### src/design/kuf_pkg.sv
`timescale 1ns / 1ps
`default_nettype none

package kuf_pkg;

    localparam int MAX_NODES_DEF = 256;
    localparam int NODE_W        = 8;
    localparam int CFG_W         = 9;
    localparam int CFG_IDX_W     = 2;

    localparam logic [CFG_W-1:0] NODE_COUNT_RST    = 9'd256;
    localparam logic [CFG_W-1:0] CLUSTER_COUNT_RST = 9'd1;

    typedef enum logic [CFG_IDX_W-1:0] {
        CFG_NODE_COUNT    = 2'd0,
        CFG_CLUSTER_COUNT = 2'd1
    } cfg_reg_e;

    typedef struct packed {
        logic              action;
        logic [NODE_W-1:0] node_a;
        logic [NODE_W-1:0] node_b;
    } item_t;

    typedef struct packed {
        logic              accepted;
        logic [NODE_W-1:0] tree_edge_index;
        logic              cut_edge;
        logic [NODE_W-1:0] merged_root;
        logic              tree_complete;
        logic              bad_node;
    } result_t;

    typedef enum logic [3:0] {
        ST_BOOT_CLR = 4'd0,
        ST_IDLE     = 4'd1,
        ST_DISPATCH = 4'd2,
        ST_SEED_A   = 4'd3,
        ST_WALK_A   = 4'd4,
        ST_SEED_B   = 4'd5,
        ST_WALK_B   = 4'd6,
        ST_ROOTS    = 4'd7,
        ST_UNION    = 4'd8,
        ST_SAME_OUT = 4'd9,
        ST_BAD_OUT  = 4'd10,
        ST_INIT_CLR = 4'd11,
        ST_INIT_OUT = 4'd12
    } step_e;

    typedef enum logic [2:0] {
        C_NEXT     = 3'd0,
        C_ALWAYS   = 3'd1,
        C_NO_START = 3'd2,
        C_INIT     = 3'd3,
        C_BAD      = 3'd4,
        C_NOT_ROOT = 3'd5,
        C_SAME     = 3'd6,
        C_CLR_MORE = 3'd7
    } cond_e;

    typedef enum logic [1:0] {
        NODE_HOLD   = 2'd0,
        NODE_SEED_A = 2'd1,
        NODE_SEED_B = 2'd2,
        NODE_WALK   = 2'd3
    } node_op_e;

    typedef enum logic {
        SZ_RA   = 1'b0,
        SZ_NODE = 1'b1
    } size_sel_e;

    typedef enum logic [2:0] {
        OUT_NONE  = 3'd0,
        OUT_UNION = 3'd1,
        OUT_SAME  = 3'd2,
        OUT_BAD   = 3'd3,
        OUT_INIT  = 3'd4
    } emit_e;

    typedef struct packed {
        logic      idle;
        node_op_e  node_op;
        size_sel_e size_sel;
        logic      latch_ra;
        logic      latch_roots;
        logic      union_en;
        logic      clear_en;
        emit_e     emit;
        cond_e     cond;
        step_e     target;
    } uword_t;

    typedef struct packed {
        logic init;
        logic bad;
        logic root_hit;
        logic same_root;
        logic clr_last;
    } stat_t;

    localparam uword_t UW_NOP = '{
        idle:        1'b0,
        node_op:     NODE_HOLD,
        size_sel:    SZ_RA,
        latch_ra:    1'b0,
        latch_roots: 1'b0,
        union_en:    1'b0,
        clear_en:    1'b0,
        emit:        OUT_NONE,
        cond:        C_NEXT,
        target:      ST_IDLE
    };

endpackage

`default_nettype wire

### src/design/kuf_useq.sv
`timescale 1ns / 1ps
`default_nettype none

module kuf_useq (
    input  wire logic           clk,
    input  wire logic           rst_n,
    input  wire logic           start,
    input  wire kuf_pkg::stat_t stat,
    output kuf_pkg::uword_t     ctrl
);

    kuf_pkg::step_e upc_reg;
    kuf_pkg::step_e upc_next;
    kuf_pkg::uword_t uw;
    logic jump;

    always_comb
    begin
        uw = kuf_pkg::UW_NOP;
        case (upc_reg)
            kuf_pkg::ST_BOOT_CLR:
            begin
                uw.clear_en = 1'b1;
                uw.cond     = kuf_pkg::C_CLR_MORE;
                uw.target   = kuf_pkg::ST_BOOT_CLR;
            end
            kuf_pkg::ST_IDLE:
            begin
                uw.idle   = 1'b1;
                uw.cond   = kuf_pkg::C_NO_START;
                uw.target = kuf_pkg::ST_IDLE;
            end
            kuf_pkg::ST_DISPATCH:
            begin
                uw.cond   = kuf_pkg::C_INIT;
                uw.target = kuf_pkg::ST_INIT_CLR;
            end
            kuf_pkg::ST_SEED_A:
            begin
                uw.node_op = kuf_pkg::NODE_SEED_A;
                uw.cond    = kuf_pkg::C_BAD;
                uw.target  = kuf_pkg::ST_BAD_OUT;
            end
            kuf_pkg::ST_WALK_A:
            begin
                uw.node_op = kuf_pkg::NODE_WALK;
                uw.cond    = kuf_pkg::C_NOT_ROOT;
                uw.target  = kuf_pkg::ST_WALK_A;
            end
            kuf_pkg::ST_SEED_B:
            begin
                uw.node_op  = kuf_pkg::NODE_SEED_B;
                uw.latch_ra = 1'b1;
            end
            kuf_pkg::ST_WALK_B:
            begin
                uw.node_op  = kuf_pkg::NODE_WALK;
                uw.size_sel = kuf_pkg::SZ_RA;
                uw.cond     = kuf_pkg::C_NOT_ROOT;
                uw.target   = kuf_pkg::ST_WALK_B;
            end
            kuf_pkg::ST_ROOTS:
            begin
                uw.latch_roots = 1'b1;
                uw.size_sel    = kuf_pkg::SZ_NODE;
                uw.cond        = kuf_pkg::C_SAME;
                uw.target      = kuf_pkg::ST_SAME_OUT;
            end
            kuf_pkg::ST_UNION:
            begin
                uw.union_en = 1'b1;
                uw.emit     = kuf_pkg::OUT_UNION;
                uw.cond     = kuf_pkg::C_ALWAYS;
                uw.target   = kuf_pkg::ST_IDLE;
            end
            kuf_pkg::ST_SAME_OUT:
            begin
                uw.emit   = kuf_pkg::OUT_SAME;
                uw.cond   = kuf_pkg::C_ALWAYS;
                uw.target = kuf_pkg::ST_IDLE;
            end
            kuf_pkg::ST_BAD_OUT:
            begin
                uw.emit   = kuf_pkg::OUT_BAD;
                uw.cond   = kuf_pkg::C_ALWAYS;
                uw.target = kuf_pkg::ST_IDLE;
            end
            kuf_pkg::ST_INIT_CLR:
            begin
                uw.clear_en = 1'b1;
                uw.cond     = kuf_pkg::C_CLR_MORE;
                uw.target   = kuf_pkg::ST_INIT_CLR;
            end
            kuf_pkg::ST_INIT_OUT:
            begin
                uw.emit   = kuf_pkg::OUT_INIT;
                uw.cond   = kuf_pkg::C_ALWAYS;
                uw.target = kuf_pkg::ST_IDLE;
            end
            default:
            begin
                uw.cond   = kuf_pkg::C_ALWAYS;
                uw.target = kuf_pkg::ST_IDLE;
            end
        endcase
    end

    always_comb
    begin
        case (uw.cond)
            kuf_pkg::C_NEXT:     jump = 1'b0;
            kuf_pkg::C_ALWAYS:   jump = 1'b1;
            kuf_pkg::C_NO_START: jump = !start;
            kuf_pkg::C_INIT:     jump = stat.init;
            kuf_pkg::C_BAD:      jump = stat.bad;
            kuf_pkg::C_NOT_ROOT: jump = !stat.root_hit;
            kuf_pkg::C_SAME:     jump = stat.same_root;
            kuf_pkg::C_CLR_MORE: jump = !stat.clr_last;
            default:             jump = 1'b0;
        endcase
        upc_next = jump ? uw.target : kuf_pkg::step_e'(upc_reg + 4'd1);
    end

    always_ff @(posedge clk or negedge rst_n)
    begin
        if (!rst_n)
        begin
            upc_reg <= kuf_pkg::ST_BOOT_CLR;
        end
        else
        begin
            upc_reg <= upc_next;
        end
    end

    assign ctrl = uw;

endmodule

`default_nettype wire

### config.mk
export PLATFORM = sky130hd
export DESIGN_NAME = kuf_useq
export DESIGN_NICKNAME = d
export VERILOG_FILES = /design/src/design/kuf_pkg.sv /design/src/design/kuf_useq.sv
export SDC_FILE = /design/constraint.sdc
export NUM_CORES = 1
export LEC_CHECK = 0
export BUFFER_PORTS_ARGS = -buffer_cell sky130_fd_sc_hd__buf_2
export CAP_MARGIN = 20
export CORE_AREA = 5 5 42 44
export DETAILED_ROUTE_END_ITERATION = 12
export DIE_AREA = 0 0 47 49
export GPL_ROUTABILITY_DRIVEN = 0
export GPL_TIMING_DRIVEN = 0
export PLACE_DENSITY = 0.77
export SKIP_LAST_GASP = 1
export SYNTH_ARGS = -nofsm -noshare
export SYNTH_HDL_FRONTEND = slang
export SYNTH_SLANG_ARGS = --single-unit
### constraint.sdc
create_clock -name clk -period 3.2 [get_ports clk]
set_clock_uncertainty 0.15 [all_clocks]
set_input_delay 0.16 -clock clk [delete_from_list [all_inputs] [get_ports clk]]
set_output_delay 0.16 -clock clk [all_outputs]
set_load 0.02 [all_outputs]
==> results.yml, run 1 <==
status:
  outcome: "finished, final reports clean"
setup_path:
  r2r_cells: 8
  cp.required_ns: 3.16
  crit_path_cell_trace: "inv_1 > ha_1 > or3_4 > o21bai_4 > o211a_1 > a21oi_1 > o211ai_2 > mux2_1"
  cp_max_fo: 8
  arrival_ns: 2.50
  reg2reg_slack_ns: 0.65
  start_kind: "register"
  path_class: "reg -> reg"
  cp_slowest_stage_delay_ns: 0.42
  worst_r2r_startpoint: "upc_reg[0]"
  endpoint_kind: "register"
  cp_slowest_cell: "or3_4"
  r2r-end: "upc_reg[0]"
  endpoint: "upc_reg[0]"
  crit_start: "upc_reg[0]"
sta:
  tns_ns: 0
  rsz0062_at_grt: "no"
  slew-limit-headroom: 0.747
  period_needed_ns: 2.55
  maxSlewViolCount: 0
  tightestPinTransition_ns: 0.377
  whs_ns: 0.113
  period_share: 0.796
  max_freq_mhz: 393
  setup_viol: 0
  hold_viol: 0
grt:
  grt_pass1_vias: 569
  grt_max_degree: 11
  grt_usage: 0.135
  grt_pass1_wl_microns: 2430
  overflow: 0
  antenna_found_initial: 0
detailed_routing:
  drt_first_pass_iters: 4
  drt-total-wl_microns: 1380
  antenna_left: 0
  vias_per_cell: 5.25
  routedWlPerCell_microns: 11.8
  vias: 614
  drc_errors: 0
  drt_iter0_markers: 5
clocking:
  cts.sinks: 4
  cts_buffer_depth: 2
  cts-htree-levels: 1
  cts_tree: "built"
  cts_made_buffers: 3
  cts_resized: 0
  cts_root_buf: "clkbuf_4"
  insertion_delay_ns: 0.23
  clk_pin_slew_ns: 0.03
finish:
  largest_reg_flops: 4
  final_layout_size_suffix_gt1_frac: 0.366
  num_antenna_cells: 0
  regArea_sq_um: 100
  final_common_cell: "buf_2"
  multi_input_area_sq_um: 417
  stdcell_count: 117
  area_growth_pct: 30.7
  layout_common_cells: "buf_2 (25), nand2_1 (8), nor2_1 (8)"
  nNetsFinal: 115
  fillers: 141
synthesis:
  yosysSeqAreaShare: 0.173
  yosys_warnings: 0
  syn_avg_cell_area_sq_um: 8.05
  synth_cell_types: 35
  syn_inst: 72
  ys_ff_latch: 4
  synth_area_sq_um: 579
  synth_nets: 84
place:
  post-place-cells: 113
  io_buffers: 25
  hpwlAfterDp_microns: 1170
floorplanning:
  start_util: 0.413
  die-area_sq_um: 2300
  ioPinCount: 26
  core_area_sq_um: 1400
  dieWidth_microns: 47
  num_rows: 14
  fp.dieH_microns: 49
run:
  cap_violations: 0
power:
  p_per_area_nw_per_um2: 1300
  cellLeakagePower_uw: 0.000411
  ir_drop_v: 0.000642
worst_hold_path:
  hold_class: "in -> async"
## how the worst min path moves through the flow
stage	start	endpoint	slack, ns	cells past startpoint
after floorplan	rst_n	upc_reg[0]	-0.29	0
after global placement	rst_n	upc_reg[1]	-0.19	1
after detailed placement	rst_n	upc_reg[0]	-0.18	1
after CTS	rst_n	upc_reg[3]	0.11	2
after global routing	rst_n	upc_reg[1]	0.12	2
final	rst_n	upc_reg[3]	0.11	2
## cell families after synthesis
kind of cell | Yosys count | synth area share
muxes | 6 | 0.112
adders and majority gates | 4 | 0.0864
DFF | 4 | 0.173
xor gates and xnor gates | 2 | 0.0302
AOI/OAI and AO/OA | 15 | 0.197
and+or+nand+nor | 32 | 0.294
buffers and inverters | 9 | 0.108
## stage by stage
step           setup WS, ns  total power (uW)  cell area (sq um)  utilization
6_report              0.653               985                757        0.540
5_1_grt               0.526              1080                757        0.540
4_1_cts               0.651               996                757        0.540
3_5_place_dp          0.656               931                724        0.517
3_3_place_gp          0.696               914                724        0.517
2_1_floorplan         0.781               735                579            -
## cell type report
cell class | instances | share of cell area
well taps | 16 | 0.0264
flip-flops and latches | 4 | 0.132
repair buffers | 26 | 0.179
plain buffers | 4 | 0.0579
multi-input cells | 59 | 0.550
clock buffers | 3 | 0.0298
inverters | 5 | 0.0248
## synthesized netlist by cell type (all sizes together)
cell type | n | share of area
a21oi | 5 | 0.043
a22oi | 1 | 0.013
a2bb2oi | 1 | 0.015
and2 | 2 | 0.024
and3 | 2 | 0.024
buf | 3 | 0.052
clkbuf | 1 | 0.024
dfrtp | 4 | 0.17
ha | 4 | 0.086
inv | 5 | 0.032
mux2 | 4 | 0.078
mux2i | 2 | 0.035
nand2 | 8 | 0.052
nand2b | 3 | 0.032
nand3 | 1 | 0.0086
nor2 | 8 | 0.052
nor2b | 1 | 0.011
nor3 | 1 | 0.0086
nor3b | 1 | 0.013
nor4b | 1 | 0.015
o2111ai | 1 | 0.015
o211a | 1 | 0.017
o211ai | 2 | 0.035
o21ai | 3 | 0.026
o21bai | 1 | 0.032
or2 | 2 | 0.022
or2b | 1 | 0.013
or3 | 1 | 0.019
xnor2 | 1 | 0.015
xor2 | 1 | 0.015
## report_power, final
part / leakage, uW / switching, uW / internal, uW
sequential: 0.0000491 / 28.1 / 77.6
combinational: 0.000348 / 472 / 348
clock: 0.0000138 / 18.2 / 41.8
total: 0.000411 / 518 / 467
## critical path: cells and delay by family, from the launching register on
family,cells,cell delay (ns)
fa+ha+maj,1,0.29
simple gates,1,0.42
mux,1,0.34
compound gates,4,0.73
buf+inv,1,0.09
flops,1,0.39
## metal layers
layer	GRT usage	part of all wire	wire length, microns
met4	0.0553	0.012	17
met5	0	0	0
met2	0.215	0.53	732
met1	0.179	0.40	550
met3	0.0111	0.061	84
## repair_timing
| action | 4_1_cts | 5_1_grt |
|---|---|---|
| buffers inserted | 0 | 0 |
| hold endpoints to repair | 4 | 0 |
| hold buffers | 1 | 0 |
No activity file was read; power rests on OpenSTA's default activity.
==> inputs of run 2 (changes only) <==
--- a/config.mk
+++ b/config.mk
@@ -7,12 +7,12 @@
 export LEC_CHECK = 0
 export BUFFER_PORTS_ARGS = -buffer_cell sky130_fd_sc_hd__buf_2
 export CAP_MARGIN = 20
-export CORE_AREA = 5 5 42 44
+export CORE_AREA = 5 5 44 46
 export DETAILED_ROUTE_END_ITERATION = 12
-export DIE_AREA = 0 0 47 49
+export DIE_AREA = 0 0 49 51
 export GPL_ROUTABILITY_DRIVEN = 0
 export GPL_TIMING_DRIVEN = 0
-export PLACE_DENSITY = 0.77
+export PLACE_DENSITY = 0.73
 export SKIP_LAST_GASP = 1
 export SYNTH_ARGS = -nofsm -noshare
 export SYNTH_HDL_FRONTEND = slang
==> constraint.sdc (replaced) <==
create_clock -name clk -period 2.3 [get_ports clk]
set_clock_uncertainty 0.15 [all_clocks]
set_input_delay 0.115 -clock clk [delete_from_list [all_inputs] [get_ports clk]]
set_output_delay 0.115 -clock clk [all_outputs]
set_load 0.02 [all_outputs]
==> run 2 against run 1 <==
  * The run now ends with negative setup slack left
  * Critical path type unchanged
  * Critical endpoint is now upc_reg[2]
  * Highest routed layer unchanged
  * Critical path depth is the same
  * Largest cell class unchanged
  * Non-clock buffer count increased by 13
  * Register-to-register slack lost 0.78 ns
  * Via count grew 10%
  * Global-route usage grew 0.66 points
  * First-iteration DRC count increased by 140%
  * Worst setup slack worse by 0.78 ns
  * Clock-buffer cell count unchanged
  * Die area rose by 8.5%
==> results.yml, run 2 (synthesized netlist as in run 1, its figures left out) <==
grt:
  grt_max_degree: 11
  grt_usage: 0.141
  overflow: 0
  antenna_found_initial: 0
  grt_pass1_wl_microns: 2820
  grt_pass1_vias: 646
clocking:
  cts_root_buf: "clkbuf_4"
  clk_pin_slew_ns: 0.04
  insertion_delay_ns: 0.23
  cts_made_buffers: 3
  cts.sinks: 4
  cts-htree-levels: 1
  cts_buffer_depth: 2
  cts_tree: "built"
setup_path:
  worst_r2r_startpoint: "upc_reg[1]"
  path_class: "reg -> reg"
  endpoint_kind: "register"
  cp_slowest_cell: "dfrtp_2"
  crit_path_cell_trace: "ha_4 > or3_4 > o21bai_4 > o211a_1 > mux2i_1 > o211ai_2 > buf_6 > mux2_4"
  cp.required_ns: 2.26
  reg2reg_slack_ns: -0.13
  start_kind: "register"
  cp_max_fo: 5
  r2r_cells: 8
  arrival_ns: 2.39
  cp_slowest_stage_delay_ns: 0.44
  r2r-end: "upc_reg[2]"
floorplanning:
  start_util: 0.394
  core_area_sq_um: 1470
  die-area_sq_um: 2500
  fp.dieH_microns: 51
  num_rows: 14
  dieWidth_microns: 49
  ioPinCount: 26
sta:
  timing.final.ws_setup_ns: -0.128
  hold_viol: 0
  whs_ns: 0.0664
  rsz0062_at_grt: "yes"
  period_share: 1.06
  period_needed_ns: 2.43
  tightestPinTransition_ns: 0.369
  setup_viol: 4
  max_freq_mhz: 412
  maxSlewViolCount: 0
  tns_ns: -0.476
  slew-limit-headroom: 0.753
detailed_routing:
  drt_iter0_markers: 12
  drt_first_pass_iters: 4
  vias_per_cell: 5.22
  vias: 678
  routedWlPerCell_microns: 14.2
  drt-total-wl_microns: 1850
  drc_errors: 0
  antenna_left: 0
place:
  hpwlAfterDp_microns: 1180
  io_buffers: 25
finish:
  final_util: 0.631
  nNetsFinal: 128
  final_common_cell: "buf_2"
  largest_reg_flops: 4
  layout_common_cells: "buf_2 (25), buf_4 (13), nor2_1 (8)"
  num_antenna_cells: 0
  final_layout_size_suffix_gt1_frac: 0.553
  area_growth_pct: 60.3
  fillers: 135
status:
  outcome: "finished with violations"
  violations: "negative setup slack"
worst_hold_path:
  hold_class: "in -> async"
run:
  cap_violations: 0
-- run 2: final cells by class --
type / instances / area, sq um / area share
inverter: 5 / 18.8 / 0.0202
multi-input combinational: 59 / 485 / 0.523
clock buffer: 3 / 22.5 / 0.0243
timing repair buffer: 39 / 236 / 0.255
buffer: 4 / 43.8 / 0.0472
sequential: 4 / 101 / 0.109
tap: 16 / 20.0 / 0.0216
-- run 2: what timing repair did --
action	CTS	global route
gates resized for setup	6	8
setup buffers	11	2
pin swaps	2	5
setup endpoints to repair	4	4
hold endpoints to repair	4	0
hold buffers	1	0
-- run 2: critical path: cells and delay by family, from the launching register on --
kind	cells	cell delay [ns]
flip-flops	1	0.44
buffers and inverters	1	0.15
adder cells (fa/ha/maj)	1	0.19
multiplexers	2	0.46
AO/OA/AOI/OAI	3	0.53
AND/OR/NAND/NOR	1	0.38
-- run 2: metrics by stage --
stage	instance area [sq um]	cells	worst slack, ns
floorplan	594	72	-0.0166
global placement	739	113	-0.122
detailed placement	739	113	-0.209
CTS	878	128	-0.0903
global route	928	130	-0.202
finish	928	130	-0.128
-- run 2: layer usage --
layer / vias to the layer above / track usage / part of all wire
li1: 335 / - / -
met1: 319 / 0.152 / 0.40
met2: 20 / 0.246 / 0.53
met3: 4 / 0.0349 / 0.046
met4: 0 / 0.0942 / 0.020
met5: - / 0 / 0
-- run 2: worst max path at each step --
stage                     slack, ns  cells after the start       start         end
after global placement        -0.12                      8  upc_reg[1]  upc_reg[2]
final                         -0.13                      8  upc_reg[1]  upc_reg[2]
after global routing          -0.20                     11  upc_reg[1]  upc_reg[2]
after detailed placement      -0.21                      8  upc_reg[1]  upc_reg[2]
after CTS                     -0.09                      8  upc_reg[1]  upc_reg[1]
after floorplan               -0.02                      8  upc_reg[0]  upc_reg[0]
Power of run 2 is left out: the tool's default activity adds up to more than one toggle a clock period on the data nets, which glitch-free logic cannot reach.
